File: src/sv/mvspg_pkg.sv
`timescale 1ns / 1ps
// ----------------------------------------------------------------------------
// mvspg_pkg
// Shared types and codes for the multi-voice step pulse generator.
// ----------------------------------------------------------------------------
package mvspg_pkg;

	localparam logic [2:0] MODE_TICK    = 3'd0;
	localparam logic [2:0] MODE_NOTE_ON = 3'd1;
	localparam logic [2:0] MODE_NOTE_OFF= 3'd2;
	localparam logic [2:0] MODE_RESET   = 3'd3;
	localparam logic [2:0] MODE_HALT    = 3'd4;
	localparam logic [2:0] MODE_TRAVEL  = 3'd5;
	localparam logic [2:0] MODE_LOAD    = 3'd6;

	localparam logic [2:0] REG_FIRST_ADDR = 3'd0;
	localparam logic [2:0] REG_ACTIVE     = 3'd1;
	localparam logic [2:0] REG_MAX_POS    = 3'd2;
	localparam logic [2:0] REG_MAX_NOTE   = 3'd3;
	localparam logic [2:0] REG_TICK_INC   = 3'd4;
	localparam logic [2:0] REG_RESET_PER  = 3'd5;

	typedef enum logic [2:0] {
		ST_IDLE,
		ST_READ,
		ST_VISIT,
		ST_DONE
	} state_t;

	// one drive record held in the drive memory
	typedef struct packed {
		logic [6:0]  note;
		logic [15:0] period;
		logic [16:0] accum;
		logic [15:0] position;
		logic        direction;
		logic        restricted;
	} drive_t;

endpackage

File: src/sv/multi_voice_step_pulse_generator_core.sv
`timescale 1ns / 1ps
// ----------------------------------------------------------------------------
// multi_voice_step_pulse_generator_core
// Per-drive note, period, accumulator and bouncing position for stepper voices.
// ----------------------------------------------------------------------------
// Every transfer on the input channel (tick, note on/off, reset, halt, set
// travel, table load) gives exactly one result transfer carrying the step and
// direction bits of all active drives, an all-home flag and an accepted flag.
// Drive state lives in a single-port drive memory and note periods in a table
// memory, both with registered reads. An item is handled by a sequencer that
// visits drives 0..DRIVES-1 in turn, each in a read state and then a visit
// state (modify and write back), followed by a done state; a note-on takes
// its period from the table entry for its note. A new item is taken once the
// previous result has left the output register. The table powers up
// undefined; an entry must be loaded before a note-on reads it.
// ----------------------------------------------------------------------------
module multi_voice_step_pulse_generator_core
	import mvspg_pkg::*;
#(
	parameter int DRIVES = 8,
	parameter int NOTES  = 128
) (
	input  logic        clk,
	input  logic        arst_n,
	// input channel
	input  logic        in_valid,
	output logic        in_stall,
	input  logic [2:0]  mode,
	input  logic [7:0]  drive_address,
	input  logic [6:0]  note,
	input  logic        restrict_travel,
	input  logic [15:0] table_period,
	// result channel
	output logic        out_valid,
	input  logic        out_stall,
	output logic [15:0] step_dir_bits,
	output logic        all_home,
	output logic        accepted,
	// configuration
	input  logic        cfg_we,
	input  logic [2:0]  cfg_index,
	input  logic [15:0] cfg_data
);

	localparam int DW = (DRIVES > 1) ? $clog2(DRIVES) : 1;
	localparam int NW = (NOTES > 1) ? $clog2(NOTES) : 1;

	// configuration registers
	logic [7:0]  first_addr_q;
	logic [3:0]  active_q;
	logic [15:0] max_pos_q;
	logic [6:0]  max_note_q;
	logic [15:0] tick_inc_q;
	logic [15:0] reset_per_q;

	always_ff @(posedge clk or negedge arst_n) begin
		if (!arst_n) begin
			first_addr_q <= 8'd1;
			active_q     <= 4'd8;
			max_pos_q    <= 16'd158;
			max_note_q   <= 7'd127;
			tick_inc_q   <= 16'd80;
			reset_per_q  <= 16'd8000;
		end else if (cfg_we) begin
			case (cfg_index)
				REG_FIRST_ADDR: first_addr_q <= cfg_data[7:0];
				REG_ACTIVE:     active_q     <= cfg_data[3:0];
				REG_MAX_POS:    max_pos_q    <= cfg_data;
				REG_MAX_NOTE:   max_note_q   <= cfg_data[6:0];
				REG_TICK_INC:   tick_inc_q   <= cfg_data;
				REG_RESET_PER:  reset_per_q  <= cfg_data;
				default: ;
			endcase
		end
	end

	// live drive count, clipped to the built number
	logic [5:0] live;
	assign live = ({2'b00, active_q} > 6'(DRIVES)) ? 6'(DRIVES) : {2'b00, active_q};

	// latched item
	logic [2:0]  mode_q;
	logic [7:0]  addr_q;
	logic [6:0]  note_q;
	logic        restr_q;
	logic [15:0] tper_q;

	// decoded target drive
	logic [8:0] rel;
	logic       addr_hit;
	assign rel      = {1'b0, addr_q} - {1'b0, first_addr_q};
	assign addr_hit = (addr_q != 8'd0) && !rel[8] && ({1'b0, rel[7:0]} < {3'b000, live});

	// state memories; the drive memory has a valid bit per entry for reset
	drive_t      drv_mem [DRIVES];
	logic [DRIVES-1:0] drv_vld_q;
	logic [15:0] tbl_mem [NOTES];

	logic        drv_we;
	logic [DW-1:0] drv_addr;
	drive_t      drv_wdata;
	drive_t      drv_raw_q;
	logic        drv_rvld_q;
	drive_t      drv_rd;

	always_ff @(posedge clk) begin
		if (drv_we) drv_mem[drv_addr] <= drv_wdata;
		drv_raw_q <= drv_mem[drv_addr];
	end

	always_ff @(posedge clk or negedge arst_n) begin
		if (!arst_n) begin
			drv_vld_q  <= '0;
			drv_rvld_q <= 1'b0;
		end else begin
			if (drv_we) drv_vld_q[drv_addr] <= 1'b1;
			drv_rvld_q <= drv_vld_q[drv_addr];
		end
	end

	assign drv_rd = drv_rvld_q ? drv_raw_q : '0;

	logic        tbl_we;
	logic [15:0] tbl_q;
	always_ff @(posedge clk) begin
		if (tbl_we) tbl_mem[note_q[NW-1:0]] <= tper_q;
		tbl_q <= tbl_mem[note_q[NW-1:0]];
	end

	// sequencer
	state_t     state_q, state_d;
	logic [5:0] idx_q;
	logic       acc_q, home_q, found_q;
	logic [15:0] bits_q;
	logic       out_valid_q;

	logic last_idx;
	assign last_idx = (idx_q + 6'd1 >= 6'(DRIVES));

	always_comb begin
		state_d = state_q;
		case (state_q)
			ST_IDLE:  if (in_valid && !in_stall) state_d = ST_READ;
			ST_READ:  state_d = ST_VISIT;
			ST_VISIT: state_d = last_idx ? ST_DONE : ST_READ;
			ST_DONE:  state_d = ST_IDLE;
			default:  state_d = ST_IDLE;
		endcase
	end

	// per-drive modify
	logic        in_live;
	logic        sel;
	drive_t      nd;
	logic        nacc;
	logic [16:0] sum;
	logic [15:0] hi, lo;

	always_comb begin
		in_live = ({1'b0, idx_q} < {1'b0, live});
		sel     = in_live && ((addr_q == 8'd0) || (addr_hit && rel[5:0] == idx_q));
		nd      = drv_rd;
		nacc    = 1'b0;
		sum     = drv_rd.accum + {1'b0, tick_inc_q};
		hi      = drv_rd.restricted ? (max_pos_q >> 1) + 16'd2 : max_pos_q;
		lo      = drv_rd.restricted ? (max_pos_q >> 1) : 16'd0;
		case (mode_q)
			MODE_TICK: if (in_live) begin
				if (drv_rd.period == 16'd0) begin
					nd.accum = '0;
				end else begin
					nd.accum = sum;
					if (sum > {1'b0, drv_rd.period}) begin
						nd.accum = sum - {1'b0, drv_rd.period};
						if (drv_rd.position >= hi) nd.direction = 1'b1;
						else if (drv_rd.position <= lo) nd.direction = 1'b0;
						nd.position = nd.direction ? drv_rd.position - 16'd1
							: drv_rd.position + 16'd1;
					end
					if (drv_rd.note == 7'd0 && nd.position == 16'd0) nd.period = '0;
				end
			end
			MODE_NOTE_ON: if (note_q <= max_note_q) begin
				if ((addr_q == 8'd0) ? (in_live && !found_q && drv_rd.period == 16'd0)
					: sel) begin
					nd.note   = note_q;
					nd.period = ({25'd0, note_q} < NOTES) ? tbl_q : 16'd0;
					nacc      = 1'b1;
				end
			end
			MODE_NOTE_OFF: if (sel && drv_rd.note == note_q) begin
				nd.note = '0; nd.period = '0; nacc = 1'b1;
			end
			MODE_RESET: if (sel) begin
				nd.restricted = 1'b0; nd.note = '0;
				nd.position = max_pos_q; nd.period = reset_per_q; nacc = 1'b1;
			end
			MODE_HALT: if (in_live) begin
				nd.note = '0; nd.period = '0;
			end
			MODE_TRAVEL: if (sel && addr_q != 8'd0) begin
				nd.restricted = restr_q; nacc = 1'b1;
			end
			default: ;
		endcase
	end

	// memory control outputs
	always_comb begin
		drv_addr  = idx_q[DW-1:0];
		drv_we    = (state_q == ST_VISIT);
		drv_wdata = nd;
		tbl_we    = (state_q == ST_DONE) && (mode_q == MODE_LOAD)
			&& ({25'd0, note_q} < NOTES);
	end

	assign in_stall = (state_q != ST_IDLE) || out_valid_q;

	always_ff @(posedge clk) begin
		if (in_valid && !in_stall) begin
			mode_q  <= mode;
			addr_q  <= drive_address;
			note_q  <= note;
			restr_q <= restrict_travel;
			tper_q  <= table_period;
		end
	end

	always_ff @(posedge clk or negedge arst_n) begin
		if (!arst_n) begin
			state_q     <= ST_IDLE;
			idx_q       <= '0;
			acc_q       <= 1'b0;
			home_q      <= 1'b1;
			found_q     <= 1'b0;
			bits_q      <= '0;
			out_valid_q <= 1'b0;
			step_dir_bits <= '0;
			all_home    <= 1'b1;
			accepted    <= 1'b0;
		end else begin
			state_q <= state_d;
			if (out_valid_q && !out_stall) out_valid_q <= 1'b0;
			case (state_q)
				ST_IDLE: begin
					idx_q   <= '0;
					home_q  <= 1'b1;
					found_q <= 1'b0;
					bits_q  <= '0;
					acc_q   <= (mode == MODE_TICK) || (mode == MODE_HALT)
						|| (mode == MODE_RESET && drive_address == 8'd0);
				end
				ST_VISIT: begin
					idx_q <= idx_q + 6'd1;
					if (nacc) begin
						acc_q <= 1'b1;
						if (mode_q == MODE_NOTE_ON) found_q <= 1'b1;
					end
					if (in_live) begin
						if (nd.position != 16'd0) home_q <= 1'b0;
						if (idx_q < 6'd8)
							bits_q[{idx_q[2:0], 1'b0} +: 2] <= {nd.direction, nd.position[0]};
					end
				end
				ST_DONE: begin
					out_valid_q   <= 1'b1;
					step_dir_bits <= bits_q;
					all_home      <= home_q;
					accepted      <= acc_q || tbl_we;
				end
				default: ;
			endcase
		end
	end

	assign out_valid = out_valid_q;

	a_one_result: assert property (@(posedge clk) disable iff (!arst_n)
		(state_q == ST_DONE) |=> out_valid)
		else $error("result not raised after sequence");
	a_no_take_busy: assert property (@(posedge clk) disable iff (!arst_n)
		(state_q != ST_IDLE) |-> in_stall)
		else $error("input taken while busy");
	a_tick_acc: assert property (@(posedge clk) disable iff (!arst_n)
		(state_q == ST_DONE && mode_q == MODE_TICK) |=> accepted)
		else $error("tick not accepted");

endmodule

File: config.mk
export PLATFORM = sky130hd
export DESIGN_NAME = multi_voice_step_pulse_generator_core
export DESIGN_NICKNAME = d
export VERILOG_FILES = /design/src/sv/mvspg_pkg.sv /design/src/sv/multi_voice_step_pulse_generator_core.sv
export SDC_FILE = /design/constraint.sdc
export NUM_CORES = 2
export LEC_CHECK = 0
export ABC_AREA = 1
export ABC_CLOCK_PERIOD_IN_PS = 5950
export BUFFER_PORTS_ARGS = -buffer_cell sky130_fd_sc_hd__buf_2
export CORE_ASPECT_RATIO = 1.75
export CORE_MARGIN = 2
export CORE_UTILIZATION = 45
export DETAILED_ROUTE_END_ITERATION = 7
export SKIP_CTS_REPAIR_TIMING = 1
export SYNTH_ARGS = -nofsm -noshare
export SYNTH_HDL_FRONTEND = slang
export SYNTH_SLANG_ARGS = --single-unit
File: constraint.sdc
create_clock -name clk -period 5.95 [get_ports clk]
set_input_delay 0.8925 -clock clk [delete_from_list [all_inputs] [get_ports clk]]
set_output_delay 0.8925 -clock clk [all_outputs]
set_load 0.01 [all_outputs]
==> results by group <==
Drt
  – WL/cell: 30.05 um
  – Via density: ~6
  – Remaining number of nets flagged by the antenna check after routing: 0
  – Drt first pass iters: 7
  – Total via count after detailed routing: 66.37k
  – DRC marker count from the first detailed-route iteration: 6491
  – Total length of routed wires: around 330000 um
  – Post-detailed-route DRC marker count: 0

GRT
  – Total global routing overflow: 0
  – Wire length of the first global-routing pass: 471000 um
  – Pin count of the biggest net entering global routing: 148
  – Number of antenna violations at the first check in global routing: 12
  – Total GRT Usage: between 20% and 30%
  – Number of global-route vias before repair: 65.56k

Floorplan
  – Die H: 646.6 um
  – Placeable core region: 0.2343 mm^2
  – Number of cell rows: about 240
  – Initial Util: 45.31%
  – IO Count: between 70 and 80
  – Floorplan die area: 0.2400 mm^2
  – Horizontal die dimension: 371.2 um

Layout
  – Final nets: 7987
  – Fillers: a little under 20k
  – Area growth from synthesis to layout: 13.96%
  – Commonest non-fill, non-tap cell in the layout: edfxtp_1
  – Layout cell share with drive strength beyond 1: a little over an eighth
  – Max reg flops: 2048
  – Commonest cells after routing, fill and taps aside: edfxtp_1 (2547), nand2_1 (1361), nor2_1 (393), buf_4 (390), o21ai_0 (347)
  – Final Instance Count excl. Fillers: 11.11k

Timing
  – Highest achievable clock rate: between 150 and 200 MHz
  – Maximum clock skew at final layout: 0.07007 ns
  – Count of final max-slew check failures: 0
  – Post-route worst hold slack: approximately 0.15 ns
  – Worst slew margin relative to its limit: approximately 14%
  – Clock period minus final worst setup slack: ~5.6 ns
  – Final Hold Vio Count: 0
  – Part of the cycle the worst path needs: 94.91%
  – Summed negative setup slack over all endpoints: 0 ns
  – Slew @ Worst Pin: 1.293 ns
  – Final setup fails: 0
  – Setup slack of the critical path after layout: approximately 0.30 ns

Pwr
  – Total power draw: around 57 mW
  – Clock share of power: between 20 and 30%
  – Switching Fraction: between 30% and 40%
  – Register share of total power: between 40% and 50%
  – Design internal power: 37.68 mW
  – Static Leakage: about 41 nW
  – Worst ir drop on vdd: between 0.0002 and 0.0003 V
  – Reported net switching power: between 15 and 20 mW
  – Logic gate share of total power: approximately a third
  – Areal power density over the cells: between 400 and 500 mW/mm^2

Clocking
  – Register clock-pin slew on the reported worst setup and hold paths: around 0.070 ns
  – CTS root buffer: clkbuf_16
  – TritonCTS clock tree: done
  – CTS Sinks: ~2.7k
  – Worst-Skew Late Latency: a little over 0.9 ns
  – H-tree levels: 4
  – CTS Buffer Depth: 4
  – TritonCTS Buffers: ~240

Critical path
  – Delay contributed by the slowest stage of the critical path: 0.56 ns
  – FF-to-FF path depth: 36
  – Worst setup path class: reg2reg
  – Cell with the largest stage delay on the worst path: dfstp_2
  – Kind of end point of the critical path: flop
  – Reg2reg end: drv_mem[3][50]
  – CP dominant cell by count: nand2_1
  – Highest fanout seen on the critical path: 8
  – Critical R2R Launch: max_pos_q[2]
  – Crit path launch type: flop
  – Register-to-register setup slack: ~0.3 ns
  – Worst Path Required: 6.53 ns
  – Arr. time, crit path: 6.23 ns

Hold path
  – Hold Path Origin: table_period[3]
  – Hold path endpoint: tper_q[3]
  – Cell depth of the worst min-delay path: 1
  – Path class of the lowest-slack min-delay path: in2reg

Synth
  – Register bit total from synthesis: roughly 2.7k
  – Unique cell type count in the Yosys netlist: 66
  – EDFF count, synth: roughly 2.5k
  – Syn nets: around 7.6k
  – Portion of the post-synthesis area used by sequential elements: about three quarters
  – Fraction of registers with async set/reset: under 10%
  – Primary flip-flop cell chosen by synthesis mapping: edfxtp_1
  – Ys Warns: 0
  – Post-Syn Area per Cell: 14.28 um^2
  – Synth Cell Area: around 0.11 mm^2
  – Synthesized instance count: roughly 7.4k

Placement
  – Worst slack, placed: about 0.022 ns
  – Number of placed instances, taps included: roughly 11k
  – Post-DP HPWL: between 200000 and 250000 um
  – Final GP Congestion: between 0.9 and 1
  – PortBufs: just under 80

Outcome
  – Outcome: finished, final reports clean

Flow run
  – MaxCap Viol Count: 0
[metal layers]
layer / vias to the layer above / track usage (%) / routed length, um
met5: - / 0 / 40
met4: 6 / 19.79 / 28310
met3: 826 / 3.022 / 19950
met2: 2855 / 48.43 / 171100
met1: 33629 / 30.33 / 114500
li1: 29053 / - / -
[cells in the mapped netlist (157+ instances only)]
library cell  count  area, um^2
nand3_1         157       785.8
a21oi_1         178       890.9
nor2_1          415        1558
o21ai_0         355        1777
nand2_1        1384        5195
a221oi_1        252        2207
a22o_1          223        1953
edfxtp_1       2547       76480
clkbuf_1        283        1062
nand4_1         283        1770
a22oi_1         312        2342
inv_1           280        1051
[worst max-delay path: cells and delay by family (launching register included)]
| family | cells | cell delay, ns |
|---|---|---|
| AOI/OAI and AO/OA | 8 | 1.21 |
| and+or+nand+nor | 19 | 2.02 |
| buffers and inverters | 5 | 0.60 |
| xor gates and xnor gates | 1 | 0.17 |
| adders and majority gates | 3 | 0.76 |
| DFF | 1 | 0.56 |
[stage by stage]
stage,util (%),cell area [um^2]
6_report,51.63,121000
5_1_grt,51.63,121000
4_1_cts,51.35,120300
3_5_place_dp,48.14,112800
3_3_place_gp,48.14,112800
2_1_floorplan,-,106200
[how the worst max path moves through the flow]
stage,cells past startpoint,from,slack (ns),endpoint
floorplan,5,idx_q[0],0.41,drv_vld_q[7]
global placement,39,max_pos_q[2],0.05,drv_mem[5][35]
global route,34,drv_rvld_q,-0.03,drv_mem[0][50]
CTS,36,max_pos_q[2],-0.02,drv_mem[6][48]
finish,36,max_pos_q[2],0.30,drv_mem[3][50]
detailed placement,36,max_pos_q[2],0.02,drv_mem[0][48]
[kinds of logic after synthesis]
family / count (synthesis) / synth area share (%)
flip-flops: 2743 / 76.33
AND/OR/NAND/NOR: 2327 / 9.299
XOR/XNOR: 52 / 0.4360
AO/OA/AOI/OAI: 1532 / 10.16
buffers and inverters: 671 / 2.457
adder cells (fa/ha/maj): 109 / 1.313
[power by group through the flow]
stage          clock network, mW  registers, mW  logic (mW)
2_1_floorplan                  0           24.5        8.69
3_3_place_gp                   0           24.1        17.0
3_5_place_dp                   0           24.1        17.0
4_1_cts                     15.5           23.7        17.1
5_1_grt                     16.1           23.7        19.5
6_report                    15.3           23.7        18.2
[cell type report]
| type | instances | area, um^2 | share of cell area [%] |
|---|---|---|---|
| clock buffers | 294 | 6297 | 5.204 |
| well taps | 3081 | 3855 | 3.186 |
| flip-flops and latches | 2743 | 81050 | 66.99 |
| clock inverters | 138 | 1235 | 1.021 |
| inverters | 306 | 1209 | 0.9989 |
| diodes | 17 | 42.54 | 0.03516 |
| multi-input cells | 4020 | 23120 | 19.11 |
| repair buffers | 513 | 4190 | 3.463 |
No activity file was read; power rests on OpenSTA's default activity.
